--- src/assert_macros.svh ---
// assertion macros shared by the flattener rtl
// depends on nothing; defining NO_ASSERTIONS compiles every use to nothing
`ifndef ASSERT_MACROS_SVH
`define ASSERT_MACROS_SVH

`ifndef NO_ASSERTIONS

// property must hold at every clock edge outside reset
`define GLF_ASSERT(label, clk, rst_n, prop) \
    label: assert property (@(posedge clk) disable iff (!rst_n) prop) \
        else $error("%m: assertion failed");

// expression must never be true outside reset
`define GLF_NEVER(label, clk, rst_n, expr) \
    label: assert property (@(posedge clk) disable iff (!rst_n) !(expr)) \
        else $error("%m: forbidden condition seen");

`else

`define GLF_ASSERT(label, clk, rst_n, prop)
`define GLF_NEVER(label, clk, rst_n, expr)

`endif

`endif

--- src/glf_pkg.sv ---
// shared types, constants and bezier coefficient functions of the flattener
// used by every module of the block; depends on nothing
`default_nettype none

package glf_pkg;

    // chords per quadratic curve and derived divisor
    localparam int SEGMENTS = 5;
    localparam int SEG_SQ   = SEGMENTS * SEGMENTS;
    localparam int CLOG_D   = $clog2(SEG_SQ);

    // field widths
    localparam int PT_W    = 16;
    localparam int COORD_W = 48;
    localparam int SCALE_W = 32;
    localparam int KIND_W  = 3;

    // derived arithmetic widths
    localparam int J_W    = $clog2(SEGMENTS + 1);
    localparam int COEF_W = $clog2(SEG_SQ + 1);
    localparam int N_W    = PT_W + CLOG_D + 1;
    localparam int REM_W  = $clog2(SEG_SQ + 1);

    // scale register reset: 1.0 with 24 fractional bits
    localparam logic [SCALE_W-1:0] SCALE_RESET = 32'h0100_0000;

    // vertex queue between front and back
    localparam int QUEUE_DEPTH = 2;

    // register stages inside the coordinate scaler
    localparam int SCALER_STAGES = 5;

    // vertex kind codes
    localparam logic [KIND_W-1:0] KIND_NONE  = 3'd0;
    localparam logic [KIND_W-1:0] KIND_MOVE  = 3'd1;
    localparam logic [KIND_W-1:0] KIND_LINE  = 3'd2;
    localparam logic [KIND_W-1:0] KIND_CURVE = 3'd3;

    typedef enum logic [1:0] {
        OP_MOVE,
        OP_LINE,
        OP_CURVE
    } t_op;

    typedef struct packed {
        logic [KIND_W-1:0]      vertex_kind;
        logic signed [PT_W-1:0] point_x;
        logic signed [PT_W-1:0] point_y;
        logic signed [PT_W-1:0] control_x;
        logic signed [PT_W-1:0] control_y;
        logic                   glyph_start;
    } t_vertex;

    typedef struct packed {
        logic signed [COORD_W-1:0] seg_start_x;
        logic signed [COORD_W-1:0] seg_start_y;
        logic signed [COORD_W-1:0] seg_end_x;
        logic signed [COORD_W-1:0] seg_end_y;
        logic                      last_segment;
    } t_segment;

    // classified vertex handed from front to back
    typedef struct packed {
        t_op                    op;
        logic                   glyph_start;
        logic signed [PT_W-1:0] prior_x;
        logic signed [PT_W-1:0] prior_y;
        logic signed [PT_W-1:0] control_x;
        logic signed [PT_W-1:0] control_y;
        logic signed [PT_W-1:0] point_x;
        logic signed [PT_W-1:0] point_y;
    } t_cmd;

    // per-step control carried alongside the scaler pipeline
    typedef struct packed {
        logic valid;
        logic emit;
        logic last;
        logic clr;
    } t_step_tag;

    // bernstein weights times SEGMENTS^2 at step j
    function automatic logic [COEF_W-1:0] bez_c0(input logic [J_W-1:0] j);
        int k;
        k = SEGMENTS - int'(j);
        return COEF_W'(k * k);
    endfunction

    function automatic logic [COEF_W-1:0] bez_c1(input logic [J_W-1:0] j);
        int k;
        k = SEGMENTS - int'(j);
        return COEF_W'(2 * int'(j) * k);
    endfunction

    function automatic logic [COEF_W-1:0] bez_c2(input logic [J_W-1:0] j);
        int k;
        k = int'(j);
        return COEF_W'(k * k);
    endfunction

endpackage

`default_nettype wire

--- src/glf_queue.sv ---
// small fifo of classified vertices between front and back
// depends on glf_pkg and assert_macros.svh
`default_nettype none

`include "assert_macros.svh"

module glf_queue (
    input  logic          i_clk,
    input  logic          i_rst_n,
    input  logic          i_push,
    input  glf_pkg::t_cmd i_push_data,
    output logic          o_full,
    input  logic          i_pop,
    output logic          o_pop_valid,
    output glf_pkg::t_cmd o_pop_data
);
    import glf_pkg::*;

    localparam int QP_W = (QUEUE_DEPTH > 1) ? $clog2(QUEUE_DEPTH) : 1;
    localparam int QC_W = $clog2(QUEUE_DEPTH + 1);

    t_cmd            r_mem [QUEUE_DEPTH];
    logic [QP_W-1:0] r_wr_ptr;
    logic [QP_W-1:0] r_rd_ptr;
    logic [QC_W-1:0] r_count;
    logic [QP_W-1:0] n_wr_ptr;
    logic [QP_W-1:0] n_rd_ptr;
    logic [QC_W-1:0] n_count;

    assign o_full      = (r_count == QC_W'(QUEUE_DEPTH));
    assign o_pop_valid = (r_count != '0);
    assign o_pop_data  = r_mem[r_rd_ptr];

    // pointer and fill count update
    always_comb begin
        n_wr_ptr = r_wr_ptr;
        n_rd_ptr = r_rd_ptr;
        n_count  = r_count;
        if (i_push) begin
            n_wr_ptr = (r_wr_ptr == QP_W'(QUEUE_DEPTH - 1)) ? '0 : r_wr_ptr + 1'b1;
        end
        if (i_pop) begin
            n_rd_ptr = (r_rd_ptr == QP_W'(QUEUE_DEPTH - 1)) ? '0 : r_rd_ptr + 1'b1;
        end
        case ({i_push, i_pop})
            2'b10:   n_count = r_count + 1'b1;
            2'b01:   n_count = r_count - 1'b1;
            default: n_count = r_count;
        endcase
    end

    always_ff @(posedge i_clk) begin
        if (!i_rst_n) begin
            r_wr_ptr <= '0;
            r_rd_ptr <= '0;
            r_count  <= '0;
        end else begin
            r_wr_ptr <= n_wr_ptr;
            r_rd_ptr <= n_rd_ptr;
            r_count  <= n_count;
        end
    end

    // storage write
    always_ff @(posedge i_clk) begin
        if (i_push) begin
            r_mem[r_wr_ptr] <= i_push_data;
        end
    end

    `GLF_NEVER(a_no_push_when_full, i_clk, i_rst_n, i_push && o_full)
    `GLF_NEVER(a_no_pop_when_empty, i_clk, i_rst_n, i_pop && !o_pop_valid)

endmodule

`default_nettype wire

--- config.mk ---
export PLATFORM = sky130hd
export DESIGN_NAME = glf_queue
export DESIGN_NICKNAME = d
export VERILOG_FILES = /design/src/glf_pkg.sv /design/src/glf_queue.sv
export VERILOG_INCLUDE_DIRS = /design/src /design/src/src
export SDC_FILE = /design/constraint.sdc
export NUM_CORES = 1
export LEC_CHECK = 0
export ABC_AREA = 1
export CORE_UTILIZATION = 62
export CTS_CLUSTER_SIZE = 20
export DETAILED_ROUTE_END_ITERATION = 10
export DONT_BUFFER_PORTS = 1
export PLACE_DENSITY = 0.85
export SYNTH_ARGS = -nofsm -noshare
export SYNTH_HDL_FRONTEND = slang
export SYNTH_SLANG_ARGS = --single-unit
export TNS_END_PERCENT = 100
--- constraint.sdc ---
create_clock -name i_clk -period 8.34 [get_ports i_clk]
set_input_delay 2.502 -clock i_clk [delete_from_list [all_inputs] [get_ports i_clk]]
set_output_delay 2.502 -clock i_clk [all_outputs]
set_load 0.01 [all_outputs]
==> flow_summary.yaml <==
status:
  status: "finished with violations"
  violations: "design-rule violations"
synthesis:
  synth-seq-cells: 203
  synthFlopType: "edfxtp_1"
  synthCells: 343
  seq_area_frac_synth_pct: 81.7
  synth.most_common_cell: "edfxtp_1"
  yosysTopAreaCell: "edfxtp_1"
  syn_nets: 447
  synth_mux_area_share_pct: 15.6
  yosysWarnings: 0
  syn-cell-area_sq_um: 7400
  yosys.area_share.simple_pct: 1.10
  async_reset_ff_share_pct: 0
  synth_common_cells: "198 x edfxtp_1, 89 x mux2_2, 11 x nor2_1, 10 x mux2_4, 9 x nand2_1"
  yosysUniqueCellTypes: 13
  yosys-top-cells-area: "edfxtp_1 80%, mux2_2 14%, mux2_4 2.0%"
  synth_top_family_by_area: "multiplexers"
  yosys.area.top_type_share_pct: 80.4
  syn_area_per_cell_sq_um: 21.6
  synth-compound-area-share_pct: 0.135
  synth-edff-count: 198
  yosys.area_share.xor_xnor_pct: 0
  synth_fa_ha_area_share_pct: 0.169
timing:
  rsz0062_at_grt: "false"
  worst_pin_slew_ns: 0.922
  fin_skew_ns: 0.00645
  slew_violations: 0
  setup_ws_ns: 3.45
  hold_viol_final: 0
  relSlewSlack_pct: 38.5
  period_minus_slack_ns: 4.89
  fin_tns_setup_ns: 0
  finalCritPeriodShare_pct: 58.6
  fmax_ghz: 0.204
  holdWs_ns: 0.507
  setup_viol: 0
job:
  maxCapViolations: 0
routing:
  drc_errors: 24
  vias_per_cell: 5.89
  drt_pass1_iterations: 7
  drt_wl_total_um: 11500
  num_vias: 3017
  drt_iter0_markers: 217
  ant_nets: 0
  avgRoutedWirePerCell_um: 22.4
worst_setup_path:
  endpoint_kind: "output pin"
  reg2reg_depth: 2
  cp.arrival_ns: 2.39
  start_kind: "flop"
  cp_max_fo: 61
  slowest_delay_ns: 0.74
  path_buf_inv: 1
  ff2ff_setup_slack_ns: 6.08
  worstPathRequired_ns: 5.84
  rr_endpoint: "r_mem[0][27]$_DFFE_PP_"
  crit_chain: "buf_4 -> mux2_2"
  critPathSlowestCell: "buf_4"
  r2r_start: "r_wr_ptr$_SDFFE_PN0P_"
  crit_type: "reg2out"
  crit_family: "buffers and inverters"
grt:
  antenna_found_initial: 0
  grt_use_total_pct: 18.3
  grt_pass1_wl_um: 17400
  grt_pass1_vias: 3300
  grt_max_degree: 72
  grt_overflow: 0
cts:
  cts_buffers: 20
  ctsHoldBuffers: 0
  worstSkewPairLatency_ns: 0.47
  clockBufferDepth: 3
  path_clk_slew_ns: 0.06
  root_buffer: "clkbuf_16"
  post_cts_buffers: 0
  cts_tree: "yes"
  clock-sinks: 203
  post_cts_resized: 0
  cts.htree.levels: 1
pwr:
  power.density_nw_per_um2: 266
  ir_worst_vdd_mv: 0.193
  p_total_mw: 2.17
  p_leak_nw: 2.71
final_layout:
  drive_gt1_share_pct: 35.8
  final_core_util_pct: 70.9
  stdcell_count: 512
  fin_nets: 461
  final_area_sq_um: 8170
  area_delta_synth_final_pct: 10.4
  diodes: 0
  fillers: 678
place:
  placed_cell_area_sq_um: 7540
  gp_congestion: 0.728
  dp_slack_ns: 3.84
  hpwl_um: 7390
  io_buffers: 0
  dp_cells: 478
floorplan:
  die_area_sq_um: 12400
  die_w_um: 111
  row_count: 39
  pin_count: 204
  core_sq_um: 11500
  die_h_um: 111
  start_util_pct: 64.2
min_path:
  hp-class: "reg2reg"
  hold-path-endpoint: "r_count[1]$_SDFFE_PN0P_"
  min_from: "r_count[1]$_SDFFE_PN0P_"
  hold_path_depth: 2
==> power by group <==
group / internal [mW] / switching, mW / total (mW)
logic: 0.0506 / 0.0802 / 0.131
registers: 1.18 / 0.0178 / 1.20
clock network: 0.509 / 0.334 / 0.843
==> cells in the final DEF (no fill, tap or decap) <==
cell type,instances
a21oi_1,1
buf_4,3
bufinv_16,1
clkbuf_1,6
clkbuf_16,21
clkbuf_8,2
clkinv_1,1
clkinv_2,1
clkinvlp_4,2
dfxtp_1,4
dfxtp_4,1
edfxtp_1,198
ha_1,1
inv_1,5
inv_4,1
mux2_2,89
mux2_4,10
nand2_1,9
nand4_1,1
nor2_1,10
nor2_4,1
o21ai_0,1
==> worst reg2reg max path, cell delays in order, from the launching register on <==
cell and delay, ns:
dfxtp_1 0.34, nor2_4 0.65, buf_4 0.84
==> kinds of logic (layout without fill, tap and decap cells) <==
| kind of cell | count (synthesis) | after routing |
|---|---|---|
| compound gates | 2 | 2 |
| mux | 99 | 99 |
| buf+inv | 17 | 43 |
| fa+ha+maj | 1 | 1 |
| simple gates | 21 | 21 |
| flops | 203 | 203 |
==> worst max path at each step <==
stage	slack [ns]	end	depth (start not counted)
after floorplan	1.07	r_mem[0][0]$_DFFE_PP_	2
after global routing	3.31	o_pop_data[88]	2
after detailed placement	3.84	r_mem[0][76]$_DFFE_PP_	3
after global placement	3.89	r_mem[0][29]$_DFFE_PP_	3
final	3.45	o_pop_data[88]	2
after CTS	3.39	o_pop_data[88]	2
==> layer usage <==
metal	global-route usage (%)	vias up	part of all wire, %
met1	19.9	1482	34
met3	8.58	25	12
met5	0	-	0
li1	-	1360	-
met2	31.6	150	52
met4	6.04	0	2.1
==> layout make-up <==
cell class	count	area, sq um	area share [%]
multi-input combinational	123	1260	15.5
clock inverter	5	53.8	0.659
sequential	203	6050	74.1
tap	143	179	2.19
timing repair buffer	3	22.5	0.276
inverter	6	25.0	0.306
clock buffer	29	576	7.05
==> sequential cells by signal, summed over array words and instances (netlist names), named ones only <==
signal / count
r_mem: 198
r_rd_ptr: 1
r_wr_ptr: 1
r_count: 2
Power figures use the tool's default switching activity.
