<file path="config.mk">
export PLATFORM = sky130hd
export DESIGN_NAME = glf_front
export DESIGN_NICKNAME = d
export VERILOG_FILES = /design/src/assert_macros.svh /design/src/glf_pkg.sv /design/src/glf_front.sv
export SDC_FILE = /design/constraint.sdc
export NUM_CORES = 1
export LEC_CHECK = 0
export BUFFER_PORTS_ARGS = -buffer_cell sky130_fd_sc_hd__buf_2
export CAP_MARGIN = 20
export CORE_UTILIZATION = 39
export DETAILED_ROUTE_END_ITERATION = 7
export MAX_ROUTING_LAYER = met4
export PLACE_DENSITY = 0.82
export SETUP_SLACK_MARGIN = 0.05
export SYNTH_ARGS = -nofsm -noshare
export SYNTH_HDL_FRONTEND = slang
export SYNTH_SLANG_ARGS = --single-unit
</file>
<file path="constraint.sdc">
create_clock -name i_clk -period 1 [get_ports i_clk]
set_clock_uncertainty 0.1 [all_clocks]
set_input_delay 0.05 -clock i_clk [delete_from_list [all_inputs] [get_ports i_clk]]
set_output_delay 0.05 -clock i_clk [all_outputs]
set_load 0.05 [all_outputs]
</file>
<file path="src/assert_macros.svh">
// assertion macros shared by the flattener rtl
// depends on nothing; defining NO_ASSERTIONS compiles every use to nothing
`ifndef ASSERT_MACROS_SVH
`define ASSERT_MACROS_SVH

`ifndef NO_ASSERTIONS

// property must hold at every clock edge outside reset
`define GLF_ASSERT(label, clk, rst_n, prop) \
    label: assert property (@(posedge clk) disable iff (!rst_n) prop) \
        else $error("%m: assertion failed");

// expression must never be true outside reset
`define GLF_NEVER(label, clk, rst_n, expr) \
    label: assert property (@(posedge clk) disable iff (!rst_n) !(expr)) \
        else $error("%m: forbidden condition seen");

`else

`define GLF_ASSERT(label, clk, rst_n, prop)
`define GLF_NEVER(label, clk, rst_n, expr)

`endif

`endif

</file>
<file path="src/glf_pkg.sv">
// shared types, constants and bezier coefficient functions of the flattener
// used by every module of the block; depends on nothing
`default_nettype none

package glf_pkg;

    // chords per quadratic curve and derived divisor
    localparam int SEGMENTS = 5;
    localparam int SEG_SQ   = SEGMENTS * SEGMENTS;
    localparam int CLOG_D   = $clog2(SEG_SQ);

    // field widths
    localparam int PT_W    = 16;
    localparam int COORD_W = 48;
    localparam int SCALE_W = 32;
    localparam int KIND_W  = 3;

    // derived arithmetic widths
    localparam int J_W    = $clog2(SEGMENTS + 1);
    localparam int COEF_W = $clog2(SEG_SQ + 1);
    localparam int N_W    = PT_W + CLOG_D + 1;
    localparam int REM_W  = $clog2(SEG_SQ + 1);

    // scale register reset: 1.0 with 24 fractional bits
    localparam logic [SCALE_W-1:0] SCALE_RESET = 32'h0100_0000;

    // vertex queue between front and back
    localparam int QUEUE_DEPTH = 2;

    // register stages inside the coordinate scaler
    localparam int SCALER_STAGES = 5;

    // vertex kind codes
    localparam logic [KIND_W-1:0] KIND_NONE  = 3'd0;
    localparam logic [KIND_W-1:0] KIND_MOVE  = 3'd1;
    localparam logic [KIND_W-1:0] KIND_LINE  = 3'd2;
    localparam logic [KIND_W-1:0] KIND_CURVE = 3'd3;

    typedef enum logic [1:0] {
        OP_MOVE,
        OP_LINE,
        OP_CURVE
    } t_op;

    typedef struct packed {
        logic [KIND_W-1:0]      vertex_kind;
        logic signed [PT_W-1:0] point_x;
        logic signed [PT_W-1:0] point_y;
        logic signed [PT_W-1:0] control_x;
        logic signed [PT_W-1:0] control_y;
        logic                   glyph_start;
    } t_vertex;

    typedef struct packed {
        logic signed [COORD_W-1:0] seg_start_x;
        logic signed [COORD_W-1:0] seg_start_y;
        logic signed [COORD_W-1:0] seg_end_x;
        logic signed [COORD_W-1:0] seg_end_y;
        logic                      last_segment;
    } t_segment;

    // classified vertex handed from front to back
    typedef struct packed {
        t_op                    op;
        logic                   glyph_start;
        logic signed [PT_W-1:0] prior_x;
        logic signed [PT_W-1:0] prior_y;
        logic signed [PT_W-1:0] control_x;
        logic signed [PT_W-1:0] control_y;
        logic signed [PT_W-1:0] point_x;
        logic signed [PT_W-1:0] point_y;
    } t_cmd;

    // per-step control carried alongside the scaler pipeline
    typedef struct packed {
        logic valid;
        logic emit;
        logic last;
        logic clr;
    } t_step_tag;

    // bernstein weights times SEGMENTS^2 at step j
    function automatic logic [COEF_W-1:0] bez_c0(input logic [J_W-1:0] j);
        int k;
        k = SEGMENTS - int'(j);
        return COEF_W'(k * k);
    endfunction

    function automatic logic [COEF_W-1:0] bez_c1(input logic [J_W-1:0] j);
        int k;
        k = SEGMENTS - int'(j);
        return COEF_W'(2 * int'(j) * k);
    endfunction

    function automatic logic [COEF_W-1:0] bez_c2(input logic [J_W-1:0] j);
        int k;
        k = int'(j);
        return COEF_W'(k * k);
    endfunction

endpackage

`default_nettype wire

</file>
<file path="src/glf_front.sv">
// front end: accepts vertices, classifies the kind and attaches the prior vertex
// depends on glf_pkg; feeds glf_queue
`default_nettype none

module glf_front (
    input  logic             i_clk,
    input  logic             i_rst_n,
    input  logic             i_vtx_valid,
    output logic             o_vtx_ready,
    input  glf_pkg::t_vertex i_vtx,
    input  logic             i_full,
    output logic             o_push,
    output glf_pkg::t_cmd    o_cmd
);
    import glf_pkg::*;

    logic signed [PT_W-1:0] r_prior_x;
    logic signed [PT_W-1:0] r_prior_y;
    t_op                    op;

    // handshake: take a vertex whenever the queue has room
    assign o_vtx_ready = !i_full;
    assign o_push      = i_vtx_valid && !i_full;

    // kind decode
    always_comb begin
        unique case (i_vtx.vertex_kind) inside
            KIND_NONE, KIND_MOVE: op = OP_MOVE;
            KIND_CURVE:           op = OP_CURVE;
            default:              op = OP_LINE;
        endcase
    end

    // command build, glyph start clears the prior vertex
    always_comb begin
        o_cmd.op          = op;
        o_cmd.glyph_start = i_vtx.glyph_start;
        o_cmd.prior_x     = i_vtx.glyph_start ? '0 : r_prior_x;
        o_cmd.prior_y     = i_vtx.glyph_start ? '0 : r_prior_y;
        o_cmd.control_x   = i_vtx.control_x;
        o_cmd.control_y   = i_vtx.control_y;
        o_cmd.point_x     = i_vtx.point_x;
        o_cmd.point_y     = i_vtx.point_y;
    end

    // every accepted vertex becomes the prior one
    always_ff @(posedge i_clk) begin
        if (!i_rst_n) begin
            r_prior_x <= '0;
            r_prior_y <= '0;
        end else if (o_push) begin
            r_prior_x <= i_vtx.point_x;
            r_prior_y <= i_vtx.point_y;
        end
    end

endmodule

`default_nettype wire

</file>
==> reports/qor.log <==
INFO  cells_and_area multi_input_area=1000um2
INFO  worst_setup_path setup.worst_path.class=register to output port
INFO  synth          yosys.area.top_type_share=0.314
INFO  place          dp_hpwl=2.82mm
INFO  detailed_routing final_antenna_net_count=0
INFO  timing         max_slew.worst_pin.slew=0.298ns
INFO  cells_and_area final_core_utilization=0.643
INFO  detailed_routing route.final.wire_length=5.15mm
INFO  timing         hold_ws=0.0000193ns
INFO  synth          yosys_most_used_dff=dfxtp_1
INFO  cells_and_area seqCellArea=681um2
INFO  timing         period_minus_slack=1.09ns
INFO  synth          synth_warnings=0
INFO  timing         highest_attainable_clock_frequency=0.918GHz
INFO  worst_setup_path cell_breakdown_of_the_critical_path=nor2b_4 > buf_8
INFO  synth          synth-seq-area-share=0.314
INFO  worst_setup_path cpPeakStageDelay=0.35ns
INFO  synth          ys_top_cells_by_area=dfxtp_1 (31%), buf_4 (24%), mux2i_1 (16%), nand2_1 (12%), nor2b_1 (9.2%)
INFO  detailed_routing routed_wire_length_per_instance=13.0um
INFO  cts            worst_setup_hold_path_clk_slew=0.07ns
INFO  timing         timing_max_transition_violations_final=0
INFO  worst_setup_path required=0.85ns
INFO  cts            cts-root-to-sink-buffers=2
INFO  worst_setup_path worst_setup_path_start_kind=register
INFO  die            core-area=4880um2
INFO  synth          synthesis.instances=245
INFO  synth          yosys_register_bits=32
INFO  die            die_w=74.3um
INFO  cts            cts_root_buffer=clkbuf_8
INFO  worst_setup_path critical_path_s_slowest_cell=dfxtp_2
INFO  hold_path      hold_path.class=input pin to output port
INFO  die            area_enclosed_by_the_die_boundary=5520um2
INFO  run_status     outcome=complete, but fails checks
INFO  timing         max-slew-margin-rel=0.801
INFO  detailed_routing vias_per_cell=4.51
INFO  synth          synth_nets=317
INFO  cts            tritoncts=yes
INFO  die            dieHeight=74.3um
INFO  cells_and_area syn2layout_area_growth=53.9%
INFO  cts            cts-buffers-inserted=5
INFO  detailed_routing drc_marker_count_from_the_first_detailed_route_iteration=73
INFO  die            floorplan.io_pins=173
INFO  synth          synth.cells.most_frequent=buf_4 (65), nand2_1 (65), dfxtp_1 (32), mux2i_1 (32), nor2b_1 (30)
INFO  timing         rsz0062_at_grt=yes
INFO  synth          count_of_flip_flops_with_a_built_in_enable_after_synthesis=0
INFO  global_route   grt_antenna_before_repair=0
INFO  global_route   grt_pass1_vias=1691
INFO  timing         number_of_setup_violations_in_the_final_report=32
INFO  timing         postLayoutSetupSlackWorst=-0.0896ns
INFO  cells_and_area antenna_fix_cells=0
INFO  synth          yosys.cell_types.count=13
INFO  synth          postSynthAreaPerCell=8.32um2
INFO  global_route   gr-total-overflow=0
INFO  cts            cts.sink_count=32
INFO  place          io_buffer_count=108
INFO  global_route   grt_util_all_layers=0.186
INFO  die            initial_utilization=0.418
INFO  detailed_routing detailedRoute.firstPassIterationCount=4
INFO  synth          synth-async-reset-ratio=0
INFO  detailed_routing drt_drc_violations_left=0
INFO  global_route   first_pass_grt_wire_length=7.45mm
INFO  power_and_ir_drop power_leakage=1.42nW
INFO  place          routabilityCongestion=0.658
INFO  cells_and_area final_net_count=400
INFO  worst_setup_path worst_setup_path_end_kind=output port
INFO  worst_setup_path timing.critical_path.fanout_max=2
INFO  detailed_routing vias=1786
INFO  worst_setup_path worst_ep_arrival_time=0.94ns
INFO  synth          yosysTopAreaCell=dfxtp_1
INFO  timing         final.period_utilization=1.09
INFO  run_status     violations=negative setup slack
INFO  power_and_ir_drop max-vdd-ir-drop=0.000584V
INFO  cells_and_area layout-drive-gt1-share=0.587
INFO  run            maxCapViolations=0
INFO  timing         hold_violations=0
INFO  power_and_ir_drop power_density=1140nW/um2
INFO  die            row_count=25
INFO  cells_and_area number_of_filler_cells_placed_in_the_layout=397
INFO  cts            insertion_delay=0.28ns
INFO  global_route   maximum_number_of_pins_on_one_net_before_global_route_repair=65
INFO  synth          syn_area=2040um2
INFO  cts            cts_h_tree_depth=2
==> through the flow <==
stage	TNS (ns)	cell area (um2)	cells	setup slack (ns)	power [W]
after detailed placement	-0.0506	2190	346	-0.0285	0.00231
after CTS	-2.09	2990	388	-0.0783	0.00354
after floorplan	-1.51	2090	245	-0.168	0.00252
final	-1.93	3140	396	-0.0896	0.00358
after global placement	0	2190	346	0.0455	0.00230
after global routing	-3.19	3140	396	-0.122	0.00375
==> metal layers <==
layer,up-vias,track usage,routed length [um]
met5,-,-,0
met4,0,0.0566,55
met3,8,0.0583,298
met2,93,0.372,2930
met1,828,0.163,1860
li1,857,-,-
==> logic make-up after synthesis <==
kind of cell           Yosys count  share of synthesized area
and+or+nand+nor                 99                      0.225
AOI/OAI and AO/OA                1                    0.00368
muxes                           32                      0.157
buffers and inverters           81                      0.301
DFF                             32                      0.314
==> critical path, delay by kind of cell, from the launching register on <==
kind	cells	cell delay (ns)
DFF	1	0.35
buffers and inverters	1	0.15
and+or+nand+nor	1	0.16
==> layout by cell type, fill, tap and decap left out <==
master,Yosys,routed
a21o_1,1,1
and2b_1,3,3
buf_12,3,3
buf_2,7,75
buf_4,65,11
buf_6,1,18
buf_8,0,15
clkbuf_4,0,1
clkbuf_8,0,5
clkinv_4,0,1
clkinvlp_4,0,2
dfxtp_2,0,32
dlygate4sd3_1,0,32
inv_1,2,2
mux2i_1,32,32
nand2_1,65,65
nor2_1,1,1
nor2b_2,0,2
nor2b_4,0,28
==> sequential cells by signal (all words and copies together), names as in the netlist <==
name	count
r_prior_x	16
r_prior_y	16
==> power breakdown <==
group          total [W]  switching, W  leakage, nW  internal [W]
clock network    0.00101      0.000513       0.0404      0.000492
logic            0.00118      0.000716         1.10      0.000467
registers        0.00139     0.0000366        0.275       0.00135
total            0.00358       0.00127         1.42       0.00231
==> layout make-up <==
class,instances,area share
sequential,32,0.217
inverter,2,0.00239
clock inverter,3,0.00757
clock buffer,5,0.0219
timing repair buffer,155,0.406
tap,67,0.0267
multi-input combinational,132,0.319
==> worst paths after layout <==
| path | start | end | slack [ns] | cells past startpoint |
|---|---|---|---|---|
| max reg2reg | r_prior_x[0] | r_prior_x[0] | 0.11 | 4 |
| min reg2reg | r_prior_x[6] | r_prior_x[6] | 0.35 | 2 |
| min | i_vtx[11] | o_cmd[42] | 0.00002 | 0 |
| max | r_prior_x[5] | o_cmd[85] | -0.09 | 2 |
==> what timing repair did <==
item	in CTS	in global routing
gates resized for setup	125	24
hold buffers	32	0
endpoints found under the setup margin	32	33
setup buffers	2	8
pin swaps	0	0
hold endpoints to repair	32	0
Power figures use the tool's default switching activity.
